$ cat src/sv/ucea_pkg.sv
`default_nettype none

package ucea_pkg;

	// default upper limit on tries per series
	localparam int MAX_TRIES_DEF = 16;

	// field widths fixed by the interface
	localparam int TICK_W = 16;
	localparam int TREQ_W = 8;

	// trigger length after reset
	localparam logic [TICK_W-1:0] TRIGGER_TICKS_RST = 16'd20;

	// saturation value of the echo width counter
	localparam logic [TICK_W-1:0] WIDTH_MAX = 16'hFFFF;

	// measurement phase of the tick sequencer
	typedef enum logic [1:0] {
		PH_IDLE,
		PH_TRIG,
		PH_WAIT,
		PH_HIGH
	} phase_t;

	// handshake sequencer state
	typedef enum logic {
		CTL_RUN,
		CTL_DIV
	} ctl_state_t;

	// per-tick status from the tick sequencer
	typedef struct packed {
		logic trigger;
		logic busy;
		logic done;
	} tick_res_t;

endpackage

`default_nettype wire

$ cat src/sv/ucea_div.sv
`default_nettype none

// restoring divider, one quotient bit per cycle
module ucea_div #(
	parameter int NUM_W = 21,
	parameter int DEN_W = 5
) (
	input  wire logic             clk,
	input  wire logic             arst_n,
	input  wire logic             start,
	input  wire logic [NUM_W-1:0] dividend,
	input  wire logic [DEN_W-1:0] divisor,
	output logic                  done,
	output logic [NUM_W-1:0]      quotient
);

	localparam int CNT_W = $clog2(NUM_W + 1);

	logic             busy_q;
	logic             done_q;
	logic [CNT_W-1:0] cnt_q;
	logic [DEN_W-1:0] rem_q;
	logic [NUM_W-1:0] quo_q;
	logic [DEN_W-1:0] den_q;

	logic [DEN_W:0]   trial;
	logic             ge;
	logic [DEN_W:0]   diff;

	// one compare-and-subtract step
	always_comb begin
		trial = {rem_q, quo_q[NUM_W-1]};
		ge    = trial >= {1'b0, den_q};
		diff  = trial - {1'b0, den_q};
	end

	// iteration control
	always_ff @(posedge clk or negedge arst_n) begin
		if (!arst_n) begin
			busy_q <= 1'b0;
			done_q <= 1'b0;
			cnt_q  <= '0;
		end else begin
			done_q <= 1'b0;
			if (start) begin
				busy_q <= 1'b1;
				cnt_q  <= CNT_W'(NUM_W);
			end else if (busy_q) begin
				cnt_q <= cnt_q - CNT_W'(1);
				if (cnt_q == CNT_W'(1)) begin
					busy_q <= 1'b0;
					done_q <= 1'b1;
				end
			end
		end
	end

	// partial remainder and quotient shift register
	always_ff @(posedge clk) begin
		if (start) begin
			rem_q <= '0;
			quo_q <= dividend;
			den_q <= divisor;
		end else if (busy_q) begin
			rem_q <= ge ? diff[DEN_W-1:0] : trial[DEN_W-1:0];
			quo_q <= {quo_q[NUM_W-2:0], ge};
		end
	end

	assign done     = done_q;
	assign quotient = quo_q;

endmodule

`default_nettype wire

$ cat src/sv/ucea_tick.sv
`default_nettype none

// per-tick measurement sequencer: trigger, echo wait, echo width count, sum
module ucea_tick #(
	parameter int MAX_TRIES = ucea_pkg::MAX_TRIES_DEF,
	parameter int TRY_W     = $clog2(MAX_TRIES + 1),
	parameter int SUM_W     = ucea_pkg::TICK_W + TRY_W
) (
	input  wire logic                        clk,
	input  wire logic                        arst_n,
	input  wire logic                        step,
	input  wire logic                        start_req,
	input  wire logic [ucea_pkg::TREQ_W-1:0] tries_req,
	input  wire logic                        echo_level,
	input  wire logic [ucea_pkg::TICK_W-1:0] trigger_ticks,
	output ucea_pkg::tick_res_t              res,
	output logic [SUM_W-1:0]                 sum_total,
	output logic [TRY_W-1:0]                 tries_total
);

	ucea_pkg::phase_t              phase_q, phase_d;
	logic [ucea_pkg::TICK_W-1:0]   trig_cnt_q, trig_cnt_d;
	logic [ucea_pkg::TICK_W-1:0]   width_q, width_d;
	logic [SUM_W-1:0]              sum_q, sum_d;
	logic [TRY_W-1:0]              total_q, total_d;
	logic [TRY_W-1:0]              tdone_q, tdone_d;
	logic [ucea_pkg::TICK_W-1:0]   tlen;
	logic [ucea_pkg::TREQ_W-1:0]   treq_c;

	// zero trigger length acts as one
	assign tlen = (trigger_ticks == '0) ? ucea_pkg::TICK_W'(1) : trigger_ticks;

	// clamp requested tries into range
	always_comb begin
		if (tries_req == '0) begin
			treq_c = ucea_pkg::TREQ_W'(1);
		end else if (tries_req > ucea_pkg::TREQ_W'(MAX_TRIES)) begin
			treq_c = ucea_pkg::TREQ_W'(MAX_TRIES);
		end else begin
			treq_c = tries_req;
		end
	end

	// next state and tick status
	always_comb begin
		phase_d    = phase_q;
		trig_cnt_d = trig_cnt_q;
		width_d    = width_q;
		sum_d      = sum_q;
		total_d    = total_q;
		tdone_d    = tdone_q;
		res        = '0;
		unique case (phase_q)
			ucea_pkg::PH_IDLE: begin
				if (start_req) begin
					total_d    = TRY_W'(treq_c);
					tdone_d    = '0;
					sum_d      = '0;
					width_d    = '0;
					trig_cnt_d = '0;
					phase_d    = ucea_pkg::PH_TRIG;
				end
			end
			ucea_pkg::PH_TRIG: begin
				res.trigger = 1'b1;
				trig_cnt_d  = trig_cnt_q + ucea_pkg::TICK_W'(1);
				if (trig_cnt_d >= tlen) begin
					phase_d = ucea_pkg::PH_WAIT;
				end
			end
			ucea_pkg::PH_WAIT: begin
				if (echo_level) begin
					width_d = ucea_pkg::TICK_W'(1);
					phase_d = ucea_pkg::PH_HIGH;
				end
			end
			ucea_pkg::PH_HIGH: begin
				if (echo_level) begin
					if (width_q != ucea_pkg::WIDTH_MAX) begin
						width_d = width_q + ucea_pkg::TICK_W'(1);
					end
				end else begin
					// falling echo closes this try
					sum_d   = sum_q + SUM_W'(width_q);
					tdone_d = tdone_q + TRY_W'(1);
					width_d = '0;
					if (tdone_d >= total_q) begin
						res.done = 1'b1;
						phase_d  = ucea_pkg::PH_IDLE;
					end else begin
						trig_cnt_d = '0;
						phase_d    = ucea_pkg::PH_TRIG;
					end
				end
			end
			default: begin
				phase_d = ucea_pkg::PH_IDLE;
			end
		endcase
		res.busy = (phase_d != ucea_pkg::PH_IDLE);
	end

	// state registers advance once per accepted tick
	always_ff @(posedge clk or negedge arst_n) begin
		if (!arst_n) begin
			phase_q    <= ucea_pkg::PH_IDLE;
			trig_cnt_q <= '0;
			width_q    <= '0;
			sum_q      <= '0;
			total_q    <= TRY_W'(1);
			tdone_q    <= '0;
		end else if (step) begin
			phase_q    <= phase_d;
			trig_cnt_q <= trig_cnt_d;
			width_q    <= width_d;
			sum_q      <= sum_d;
			total_q    <= total_d;
			tdone_q    <= tdone_d;
		end
	end

	assign sum_total   = sum_d;
	assign tries_total = total_q;

endmodule

`default_nettype wire

$ cat src/sv/ultrasonic_echo_averager.sv
`default_nettype none

// Ultrasonic ranging echo timer. Each request on the input channel is one
// microsecond tick carrying a start flag, a try count and the sampled echo
// level; each tick gives exactly one result with the trigger level, busy,
// done and the averaged echo width. A start while idle clamps the try count
// to 1..MAX_TRIES, then every try drives the trigger for trigger_ticks ticks
// (0 acts as 1), waits for echo high and counts echo-high ticks (saturating
// at 65535). After the last try the truncated mean is reported with done.
// An ordinary tick is taken and its result is registered, and a new tick
// is taken while the previous result is being read out unless the output
// is stalled. The tick that ends a series goes through a serial restoring
// divider producing one quotient bit per cycle, with the input stalled
// until its result appears. trigger_ticks may be written only while no
// tick is in flight.
module ultrasonic_echo_averager #(
	parameter int MAX_TRIES = ucea_pkg::MAX_TRIES_DEF
) (
	input  wire logic                        clk,
	input  wire logic                        arst_n,
	input  wire logic                        cfg_wr_en,
	input  wire logic [ucea_pkg::TICK_W-1:0] cfg_wr_data,
	input  wire logic                        in_valid,
	output logic                             in_stall,
	input  wire logic                        start_req,
	input  wire logic [ucea_pkg::TREQ_W-1:0] tries_req,
	input  wire logic                        echo_level,
	output logic                             out_valid,
	input  wire logic                        out_stall,
	output logic                             trigger_out,
	output logic                             busy_res,
	output logic                             done_res,
	output logic [ucea_pkg::TICK_W-1:0]      average_ticks
);

	localparam int TRY_W = $clog2(MAX_TRIES + 1);
	localparam int SUM_W = ucea_pkg::TICK_W + TRY_W;

	ucea_pkg::ctl_state_t          state_q, state_d;
	logic [ucea_pkg::TICK_W-1:0]   trig_ticks_q;
	logic                          out_valid_q, out_valid_d;
	logic                          trig_q, busy_q, done_q;
	logic [ucea_pkg::TICK_W-1:0]   avg_q;
	logic                          accept;
	logic                          div_start;
	logic                          div_done;
	logic [SUM_W-1:0]              quotient;
	ucea_pkg::tick_res_t           res;
	logic [SUM_W-1:0]              sum_total;
	logic [TRY_W-1:0]              tries_total;

	// trigger length register
	always_ff @(posedge clk or negedge arst_n) begin
		if (!arst_n) begin
			trig_ticks_q <= ucea_pkg::TRIGGER_TICKS_RST;
		end else if (cfg_wr_en) begin
			trig_ticks_q <= cfg_wr_data;
		end
	end

	ucea_tick #(
		.MAX_TRIES (MAX_TRIES),
		.TRY_W     (TRY_W),
		.SUM_W     (SUM_W)
	) u_tick (
		.clk           (clk),
		.arst_n        (arst_n),
		.step          (accept),
		.start_req     (start_req),
		.tries_req     (tries_req),
		.echo_level    (echo_level),
		.trigger_ticks (trig_ticks_q),
		.res           (res),
		.sum_total     (sum_total),
		.tries_total   (tries_total)
	);

	ucea_div #(
		.NUM_W (SUM_W),
		.DEN_W (TRY_W)
	) u_div (
		.clk      (clk),
		.arst_n   (arst_n),
		.start    (div_start),
		.dividend (sum_total),
		.divisor  (tries_total),
		.done     (div_done),
		.quotient (quotient)
	);

	// handshake sequencer: next state and strobes
	always_comb begin
		state_d     = state_q;
		in_stall    = (state_q == ucea_pkg::CTL_DIV) || (out_valid_q && out_stall);
		accept      = in_valid && !in_stall;
		div_start   = accept && res.done;
		out_valid_d = out_valid_q && out_stall;
		unique case (state_q)
			ucea_pkg::CTL_RUN: begin
				if (div_start) begin
					state_d = ucea_pkg::CTL_DIV;
				end else if (accept) begin
					out_valid_d = 1'b1;
				end
			end
			ucea_pkg::CTL_DIV: begin
				if (div_done) begin
					out_valid_d = 1'b1;
					state_d     = ucea_pkg::CTL_RUN;
				end
			end
			default: begin
				state_d = ucea_pkg::CTL_RUN;
			end
		endcase
	end

	always_ff @(posedge clk or negedge arst_n) begin
		if (!arst_n) begin
			state_q     <= ucea_pkg::CTL_RUN;
			out_valid_q <= 1'b0;
		end else begin
			state_q     <= state_d;
			out_valid_q <= out_valid_d;
		end
	end

	// result register
	always_ff @(posedge clk) begin
		if (accept) begin
			trig_q <= res.trigger;
			busy_q <= res.busy;
			done_q <= res.done;
			avg_q  <= '0;
		end else if (div_done) begin
			avg_q <= quotient[ucea_pkg::TICK_W-1:0];
		end
	end

	assign out_valid     = out_valid_q;
	assign trigger_out   = trig_q;
	assign busy_res      = busy_q;
	assign done_res      = done_q;
	assign average_ticks = avg_q;

endmodule

`default_nettype wire

$ cat config.mk
export PLATFORM = sky130hd
export DESIGN_NAME = ultrasonic_echo_averager
export DESIGN_NICKNAME = d
export VERILOG_FILES = /design/src/sv/ucea_pkg.sv /design/src/sv/ucea_div.sv /design/src/sv/ucea_tick.sv /design/src/sv/ultrasonic_echo_averager.sv
export SDC_FILE = /design/constraint.sdc
export NUM_CORES = 1
export LEC_CHECK = 0
export ABC_CLOCK_PERIOD_IN_PS = 6660
export BUFFER_PORTS_ARGS = -buffer_cell sky130_fd_sc_hd__buf_2
export CORE_MARGIN = 3
export CORE_UTILIZATION = 50
export DETAILED_ROUTE_END_ITERATION = 6
export GPL_ROUTABILITY_DRIVEN = 0
export PLACE_DENSITY = 0.64
export SETUP_SLACK_MARGIN = 0.5
export SKIP_LAST_GASP = 1
export SLEW_MARGIN = 20
export SYNTH_ARGS = -nofsm -noshare
export SYNTH_HDL_FRONTEND = slang
export SYNTH_HIERARCHICAL = 1
export SYNTH_SLANG_ARGS = --single-unit
export TNS_END_PERCENT = 1
$ cat constraint.sdc
create_clock -name clk -period 6.66 [get_ports clk]
set_input_delay 1.665 -clock clk [delete_from_list [all_inputs] [get_ports clk]]
set_output_delay 1.665 -clock clk [all_outputs]
set_load 0.01 [all_outputs]
* Yosys cells after proc, flatten, opt, wreduce, memory -nomap -nowiden *
Cells that the tools add are included.

cells by class
  $add $sub $neg = 6
  order comparisons = 4
  equality and inequality tests = 10
  multiplexer cells = 45
  bitwise operators = 1
  reduce and logical (&&, ||, !) cells = 17

operators with widths
  operator                 number
  $mux W16                 7
  $pmux W16 S3             2
  $mux W21                 4
  $pmux W21 S2             1
  $mux W5                  7
  $add A16 B1 Y16 const B  2
  $add A21 B16 Y21         1
  $ge A16 B16 Y1           1
  $logic_not A16 Y1        1
  $mux W1                  16
  $ne A16 B16 Y1 const B   1
  $pmux W5 S2              1
  $reduce_and A5 Y1        2
  $gt A8 B5 Y1 const B     1
  $logic_not A8 Y1         1
  $mux W2                  4
  $ne A2 B2 Y1 const B     4
  $pmux W2 S4              1
  $ge A6 B5 Y1             1
  $reduce_bool A2 Y1       3
  $reduce_bool A3 Y1       2
  $add A5 B1 Y5 const B    1
  $eq A5 B1 Y1 const B     1
  $ge A5 B5 Y1             1
  13 further kinds         17

word-level totals
  register bits after elaboration = 140
  input bits = 31
  output and inout bits = 21
  word-level logic and storage cells = 102

* Depth between registers and ports, before layout *
  depth after elaboration = 8
  gate-level depth with buffers = 12
  depth with buffers taken out = 12

* By module *
The synthesis kept the hierarchy.

modules (own cells, without submodules)
  module                    instances  cells an instance  area each (um2)  seq. area each (um2)
  ucea_tick                 1          624                5342.6           1627.8
  ucea_div                  1          135                1820.5           1056.0
  ultrasonic_echo_averager  1          101                1452.6           863.3

* Worst setup path after synthesis *
OpenSTA, ideal clock, no wires.

  kind = in2out
  start point = input port out_stall
  end point = output port in_stall
  data arrival time = 2060 ps
  required time = 4995 ps
  slack = 2935 ps
  stages on the path = 3
  path buffers = 1
  cell sequence = a21oi_1 buf_2 inv_1

between the ends
  cells in the longest elaborated chain, start to end = 2

RTL lines
  what                 line                            source
  start, declared      ultrasonic_echo_averager.sv:29  input wire logic out_stall,
  $logic_and A1 B1 Y1  ultrasonic_echo_averager.sv:94  in_stall = (state_q == ucea_pkg::CTL_DIV) || (out_valid_q && out_stall);
  $logic_or A1 B1 Y1   ultrasonic_echo_averager.sv:94
  end, declared        ultrasonic_echo_averager.sv:24  output logic in_stall,

No other way between the ends.

* Worst setup path after layout *
  start point = input port out_stall
  end point = register u_tick/width_q[13] in the netlist's numbering

between the ends
  cells in the longest elaborated chain, start to end = 5

RTL lines
  what                         line                            source
  $logic_and A1 B1 Y1          ultrasonic_echo_averager.sv:94
  $logic_or A1 B1 Y1           ultrasonic_echo_averager.sv:94
  $logic_not A1 Y1             ultrasonic_echo_averager.sv:95  accept = in_valid && !in_stall;
  $logic_and A1 B1 Y1          ultrasonic_echo_averager.sv:95
  named net accept             ultrasonic_echo_averager.sv:44  logic accept;
  $reduce_and A5 Y1 (no line)  n/a
  end signal, assigned         ucea_tick.sv:115                width_q <= width_d;
  end, declared                ucea_tick.sv:23                 logic [ucea_pkg::TICK_W-1:0] width_q, width_d;

The timed path passes the listed nets, and every way through them passes these cells.
A chain may end at the register's enable or synchronous reset.

==> impl_metrics.tcl <==
set metrics [dict create \
    dp_slack_ns 1.92 \
    synth_area_leaders "dfrtp_1, edfxtp_1, ha_1" \
    core-area_um2 16700 \
    vias_per_cell 5.88 \
    antenna_found_initial 1 \
    setup_slack_ns 2.34 \
    final_cells 1129 \
    drive_above_1_share_pct 16.4 \
    ir_drop_mv 0.241 \
    hpwl_mm 14.6 \
    outcome "finished clean" \
    drv_slew 0 \
    endpoint_kind "flip-flop" \
    nets 980 \
    crit_required_ns 6.95 \
    power.internal_mw 1.81 \
    die-width_um 137 \
    cts_root_buffer "clkbuf_16" \
    grt-ovfl-total 0 \
    crit_chain "buf_2 > a21oi_1 > buf_4 > and2_1 > inv_1 > a2111oi_4 > o311ai_4 > nor4_1 > xnor2_1 > nor2_1" \
    hold_violations 0 \
    grt_pass1_wl_mm 32.7 \
    cts_resized 0 \
    initial_core_util_pct 51.6 \
    drcViolationCount 0 \
    postCtsSetupBuffers 0 \
    drt-initial-drc-count 332 \
    final.setup.tns_ns 0 \
    grtUsageTotal_pct 22.0 \
    rows 47 \
    finalSetupViolCount 0 \
    p_seq_share_pct 38.1 \
    rsz0062_at_grt "no" \
    worstReg2RegEnd "u_div/rem_q[2]" \
    yosysTopAreaCellShare_pct 25.3 \
    maxCapViolCount 0 \
    critical_path_class "primary input to flip-flop" \
    relSlewSlack_pct 31.2 \
    yosys.area.top_type "dfrtp_1" \
    synth_area_um2 8620 \
    synth_cells 860 \
    synth_edf_count 29 \
    numCtsBuffers 17 \
    max_freq_mhz 232 \
    rr_worst_depth 12 \
    area_delta_synth_final_pct 10.9 \
    fp.dieH_um 137 \
    hold_class "flip-flop to flip-flop" \
    yosys_most_used_dff "dfrtp_1" \
    finClkSkew_ns 0.00829 \
    synth_area_per_cell_um2 10.0 \
    p_sw_mw 1.04 \
    wl_per_cell_um 17.6 \
    cts-htree-levels 4 \
    min_to "u_div/rem_q[4]" \
    yosysSeqAreaShare_pct 41.2 \
    firstDrtPassIters 4 \
    period_needed_ns 4.32 \
    swShare_pct 36.5 \
    min-delay-start "u_div/rem_q[4]" \
    ys_async_sr_fraction_pct 64.3 \
    power_density_nw_per_um2 299 \
    drtAntennaViolNets 0 \
    ys_warn_count 6 \
    clk_pin_slew_ns 0.06 \
    cts.sinks 140 \
    postCtsHoldBufs 0 \
    clk_latency_ns 0.43 \
    grt_pass1_vias 6526 \
    rr_startpoint "u_tick/tdone_q[0]" \
    cts.path.max_buffers 2 \
    tightestPinTransition_ns 1.03 \
    pwr-share-clk_pct 33.5 \
    cts_tree "done" \
    numPortBuffers 51 \
    period_share_pct 64.9 \
    slowest_stage "and2_1" \
    ios 52 \
    crit_arrival_ns 4.61 \
    dp_cells 1097 \
    routed_wl_mm 19.9 \
    ys_types 80 \
    diodes 0 \
    finalHoldWorstSlack_ns 0.467 \
    cp-start-kind "primary input" \
    crit_fanout 20 \
    num_vias 6633 \
    leakagePower_nw 4.17 \
    dieArea_um2 18800 \
    ys_seq_elements 140 \
    grt_max_degree 58 \
    synth_nets 944 \
    slowest_delay_ns 0.66 \
    hold_path_depth 2 \
    combPwrFrac_pct 28.4 \
    r2r_setup_slack_ns 2.93 \
]
cell families (layout without fill, tap and decap cells):
logic type | after synthesis | count (layout) | share of synthesized area, %
and+or+nand+nor | 239 | 239 | 13.7
AOI/OAI and AO/OA | 216 | 216 | 18.6
DFF | 140 | 140 | 41.2
buffers and inverters | 101 | 150 | 5.29
muxes | 69 | 69 | 9.11
adders and majority gates | 53 | 53 | 7.87
xor gates and xnor gates | 42 | 42 | 4.27
stage by stage:
step / utilization, % / area, um2 / power (mW)
after floorplan: - / 8620 / 1.68
after global placement: 53.6 / 8960 / 1.86
after detailed placement: 53.6 / 8960 / 1.90
after CTS: 57.2 / 9560 / 2.87
after global routing: 57.2 / 9560 / 3.03
final: 57.2 / 9560 / 2.86
sequential cells by signal (all words and copies together) (netlist names):
name and flops:
u_tick/tdone_q 5, u_div/done 1, state_q 1, out_valid 1, u_tick/width_q 16, u_tick/phase_q 2, u_div/rem_q 5, done_res 1
u_div/cnt_q 5, trigger_out 1, u_tick/trig_cnt_q 16, u_div/den_q 5, u_tick/sum_q 21, u_div/quotient 21, busy_res 1, trig_ticks_q 16
average_ticks 16, u_tick/tries_total 5, u_div/busy_q 1
critical path, delay by kind of cell:
family | cells | cell delay, ns
xor+xnor | 1 | 0.17
buf+inv | 3 | 0.84
simple gates | 3 | 1.00
compound gates | 3 | 0.93
layout make-up:
type | instances | area [um2]
fillers | 1459 | 7140
multi-input cells | 619 | 4610
flip-flops and latches | 140 | 3550
clock buffers | 17 | 425
repair buffers | 54 | 280
well taps | 220 | 275
inverters | 64 | 240
clock inverters | 15 | 176
synth_stat cells, types with 15 or more instances:
cell type	instances
dfrtp_1	87
inv_1	64
nand2_1	64
nor2_1	57
a21oi_1	52
ha_1	51
o21ai_0	34
mux2_2	31
edfxtp_1	29
xnor2_1	29
mux2i_1	27
nor3_1	26
dfxtp_1	21
clkbuf_1	20
a22o_1	19
nand3_1	15
how the worst max path moves through the flow:
stage,start,to,slack [ns],cells after the start
after CTS,out_stall,u_tick/width_q[13],2.37,10
after global routing,out_stall,u_tick/width_q[13],2.10,10
after detailed placement,out_stall,u_tick/width_q[3],1.92,9
after global placement,out_stall,u_tick/width_q[13],2.01,10
final,out_stall,u_tick/width_q[13],2.34,10
after floorplan,out_stall,in_stall,2.93,3
layer usage:
metal | wire (um) | track usage (%)
met3 | 897 | 4.57
met2 | 9680 | 35.8
met1 | 9000 | 29.2
met4 | 336 | 7.54
met5 | 7 | 0
power groups by stage:
stage / registers (mW) / logic [mW] / clock network (mW)
3_3_place_gp: 1.10 / 0.766 / 0
3_5_place_dp: 1.10 / 0.798 / 0
6_report: 1.09 / 0.810 / 0.958
2_1_floorplan: 1.07 / 0.615 / 0
4_1_cts: 1.09 / 0.809 / 0.978
5_1_grt: 1.11 / 0.902 / 1.02
cell usage in the layout (no fill, tap or decap), types with 19 or more instances in the layout:
cell      count
buf_2        50
edfxtp_1     29
nor3_1       26
a21oi_1      52
nor2_1       57
inv_1        64
dfxtp_1      21
mux2i_1      27
nand2_1      64
o21ai_0      34
xnor2_1      29
mux2_2       31
a22o_1       19
ha_1         51
dfrtp_1      87
Note: power is estimated with default switching activity, not from simulation.
